**src/swr_ram.sv**
```systemverilog
`timescale 1ns / 1ps
`default_nettype none
// generic ram: one write port, two read ports with registered read data
// no dependencies

module swr_ram #(
	parameter int WIDTH = 8,
	parameter int DEPTH = 16
) (
	input  wire                      clk,
	input  wire                      we,
	input  wire  [$clog2(DEPTH)-1:0] waddr,
	input  wire  [WIDTH-1:0]         wdata,
	input  wire                      re,
	input  wire  [$clog2(DEPTH)-1:0] raddr_a,
	input  wire  [$clog2(DEPTH)-1:0] raddr_b,
	output logic [WIDTH-1:0]         rdata_a,
	output logic [WIDTH-1:0]         rdata_b
);

	logic [WIDTH-1:0] mem [DEPTH];

	always_ff @(posedge clk) begin
		if (we) begin
			mem[waddr] <= wdata;
		end
		if (re) begin
			rdata_a <= mem[raddr_a];
			rdata_b <= mem[raddr_b];
		end
	end

endmodule

`default_nettype wire

```
**config.mk**
```make
export PLATFORM = sky130hd
export DESIGN_NAME = swr_ram
export DESIGN_NICKNAME = d
export VERILOG_FILES = /design/src/swr_ram.sv
export SDC_FILE = /design/constraint.sdc
export NUM_CORES = 1
export LEC_CHECK = 0
export BUFFER_PORTS_ARGS = -buffer_cell sky130_fd_sc_hd__buf_2
export CAP_MARGIN = 20
export CORE_MARGIN = 1.5
export CORE_UTILIZATION = 55
export CTS_CLUSTER_DIAMETER = 120
export DETAILED_ROUTE_END_ITERATION = 8
export GPL_TIMING_DRIVEN = 0
export PLACE_DENSITY_LB_ADDON = 0.15
export SLEW_MARGIN = 20
export SYNTH_ARGS = -nofsm -noshare
export SYNTH_HDL_FRONTEND = slang
export SYNTH_SLANG_ARGS = --single-unit
export TNS_END_PERCENT = 50
```
**constraint.sdc**
```tcl
create_clock -name clk -period 2.8 [get_ports clk]
set_clock_uncertainty 0.2 [all_clocks]
set_input_delay 0.14 -clock clk [delete_from_list [all_inputs] [get_ports clk]]
set_output_delay 0.14 -clock clk [all_outputs]
set_load 0.05 [all_outputs]
```
==> results by group <==
Synthesis
  – Asr flop ratio synth: 0%
  – Yosys Warn Count: 0
  – Count leader, synth: edfxtp_1
  – Synth Area in Simple Gates: 3.35%
  – Synthesized area per cell: 21.2 um^2
  – Syn_nets: 330
  – Synthesized cell area: 0.00651 mm^2
  – Post-synth top cells: edfxtp_1 (144), mux4_2 (34), a22oi_1 (32)
  – Register area share after synthesis: 66.5%
  – Xor and xnor area share after synthesis: 0%
  – Synthesized instance count: 307
  – Number of synthesized flops with an enable pin: 144
  – Synth Area in Compound Gates: 3.69%
  – Largest family of logic cells by synthesized area: multiplexers
  – Synth Area in Adders: 0%
  – Multiplexer share of the synthesized area: 23.8%
  – Proportion of netlist area held by the largest area contributor: 66.5%
  – Leading area contributor after synthesis: edfxtp_1
  – Seq cells post-synth: 144
  – Main synth FF type: edfxtp_1
  – Synth cell types: 19
  – Ranking of synthesized cells by area: edfxtp_1 (66%), mux4_2 (12%), mux4_1 (11%)

Global route
  – GRT Total Usage: 26.5%
  – Vias in the first global route: 3,735
  – Grt ovf: 0
  – Initial antenna violation count: 0
  – Largest net degree at the start of global routing: 17
  – Global-route wire length before repair: 22.9 mm

STA
  – Hold_ws: 0.0520 ns
  – Final worst path period share: 71.8%
  – Slew headroom: 33.8%
  – FMAX: 498 MHz
  – Final Hold Fails: 0
  – Unrepaired setup endpoints after global routing: false
  – Final setup violation count: 0
  – Slew @ Worst Pin: 0.989 ns
  – Setup TNS Final: 0 ns
  – Count of pins over their slew limit: 0
  – Fin crit period: 2.01 ns

Floorplanning
  – Core ar.: 0.0115 mm^2
  – Placement Rows: 39
  – Die Ht: 112 um
  – Die footprint: 0.0125 mm^2
  – Die span in x: 112 um
  – Initial Utilization: 56.7%
  – Ports: 39

Placed design
  – Post-DP HPWL: 9.81 mm
  – Placed cells: 489
  – Placed inst area: 0.00691 mm^2
  – Count of buffers from port buffering: 36
  – GPL Wtd Cong: 0.864

Worst setup path
  – Critical path type: input pin to register
  – R2R Path Start: mem[0][4]
  – CP peak stage delay: 0.79 ns
  – Critical-path top delay cell: nor2_1
  – Largest fanout on the critical path: 8
  – CP startpoint: waddr[0]
  – Setup crit end kind: register
  – CP required: 2.64 ns
  – CP arrival: 1.85 ns
  – Setup crit start kind: input pin
  – Critical-path cell list: dlygate4sd3_1, buf_2, nand2b_1, nor2_1

Drt
  – DR vias: 3,616
  – Post-route DRC violation count: 0
  – WL/cell: 28.7 um
  – Initial DRC count: 386
  – DR pass1 iterations: 5
  – Via/cell ratio: 6.78
  – Drt total wl: 15.3 mm
  – Antenna Violating Nets Remaining: 0

Clocking
  – Worst-Skew Late Latency: 0.43 ns
  – Max H-tree Level: 4
  – Clk slew on worst S/H paths: 0.05 ns
  – Max clock buf depth: 2
  – Clock sink total: 144
  – CTS Buf Count: 17
  – CTS root buf: clkbuf_16
  – CTS tree: yes

Min path
  – HP Class: input pin to register
  – Hold Startpoint: raddr_b[1]

Finish
  – Design area: 0.00758 mm^2
  – Layout cells sized above 1: 33.3%
  – Finished Layout Cells: 533
  – Fin nets: 400
  – Number of diodes: 0
  – P&R area growth vs syn: 16.5%

Outcome
  – Status: complete, no violations

Power and ir drop
  – Peak VDD IR: 0.435 mV
  – Internal power: 3.83 mW
  – Switching Share: 23.2%
  – Sequential power share: 49.4%
  – Clock network power share: 41.5%
  – Total net switching power: 1.16 mW
  – Power per Cell Area: 658 mW/mm^2
  – Combinational fraction of design power: 9.1%
  – P_leak: 2.59 nW

Flow run
  – MaxCap Viol Count: 0
-- layout make-up --
cell class                      count  area (um^2)
Buffer                             20          173
Clock buffer                       17          425
Clock inverter                     15          121
Fill cell                         766         3890
Multi-Input combinational cell    143         2030
Sequential cell                   144         4320
Tap cell                          143          179
Timing Repair Buffer               51          323
-- registers in the layout (all words and copies together), names as in the netlist --
signal / flops
mem: 128
rdata_b: 8
rdata_a: 8
-- power groups by stage --
stage          registers, mW  clock network, mW  logic [mW]
2_1_floorplan           2.57                  0       0.218
3_3_place_gp            2.50                  0       0.430
3_5_place_dp            2.51                  0       0.439
4_1_cts                 2.46               2.08       0.453
5_1_grt                 2.47               2.17       0.475
6_report                2.46               2.07       0.453
-- metrics by stage --
step                power, mW  setup WS, ns  utilization, %
CTS                      4.99         0.745            66.1
floorplan                2.79         0.967               -
detailed placement       2.94         0.592            60.2
global placement         2.93         0.214            59.9
global route             5.11         0.736            66.1
finish                   4.98         0.790            66.1
-- critical path: cells and delay by family --
family / cells / cell delay [ns]
buffers and inverters: 2 / 0.71
AND/OR/NAND/NOR: 2 / 1.01
-- final timing paths --
path                              endpoint  slack [ns]  cells past startpoint
worst max-delay path             mem[2][1]        0.79                      4
worst min-delay path            rdata_b[0]        0.05                      4
worst max register to register  rdata_a[4]        0.95                      3
worst min register to register  rdata_a[3]        0.57                      3
-- routing by layer --
layer	part of all wire, %	routed length [um]	vias to the layer above	track usage (%)
li1	-	-	1501	-
met1	39	6020	1895	35.5
met2	50	7670	196	42.4
met3	8.6	1320	24	6.86
met4	2.0	302	0	9.79
met5	0	0	-	0
-- kinds of logic (layout without fill, tap and decap cells) --
logic type      after synthesis  after routing
buf+inv                      20            103
flops                       144            144
simple gates                 47             47
compound gates               32             32
mux                          64             64
-- cells in the final DEF (no fill, tap or decap), types with 3 or more instances in the layout --
| master | n |
|---|---|
| nor3_2 | 4 |
| nand2_1 | 17 |
| dlygate4sd3_1 | 12 |
| mux4_1 | 28 |
| clkinv_1 | 3 |
| buf_6 | 6 |
| clkinvlp_4 | 7 |
| a22oi_1 | 32 |
| nor2_1 | 13 |
| clkdlybuf4s25_2 | 6 |
| mux4_2 | 34 |
| buf_4 | 5 |
| clkbuf_16 | 17 |
| edfxtp_1 | 144 |
| buf_2 | 42 |
-- repair_timing --
action | in CTS | in global routing
buffers inserted | 0 | 0
resized for setup | 0 | 0
hold buffers | 12 | 0
hold endpoints to repair | 151 | 0
Power figures use the tool's default switching activity.
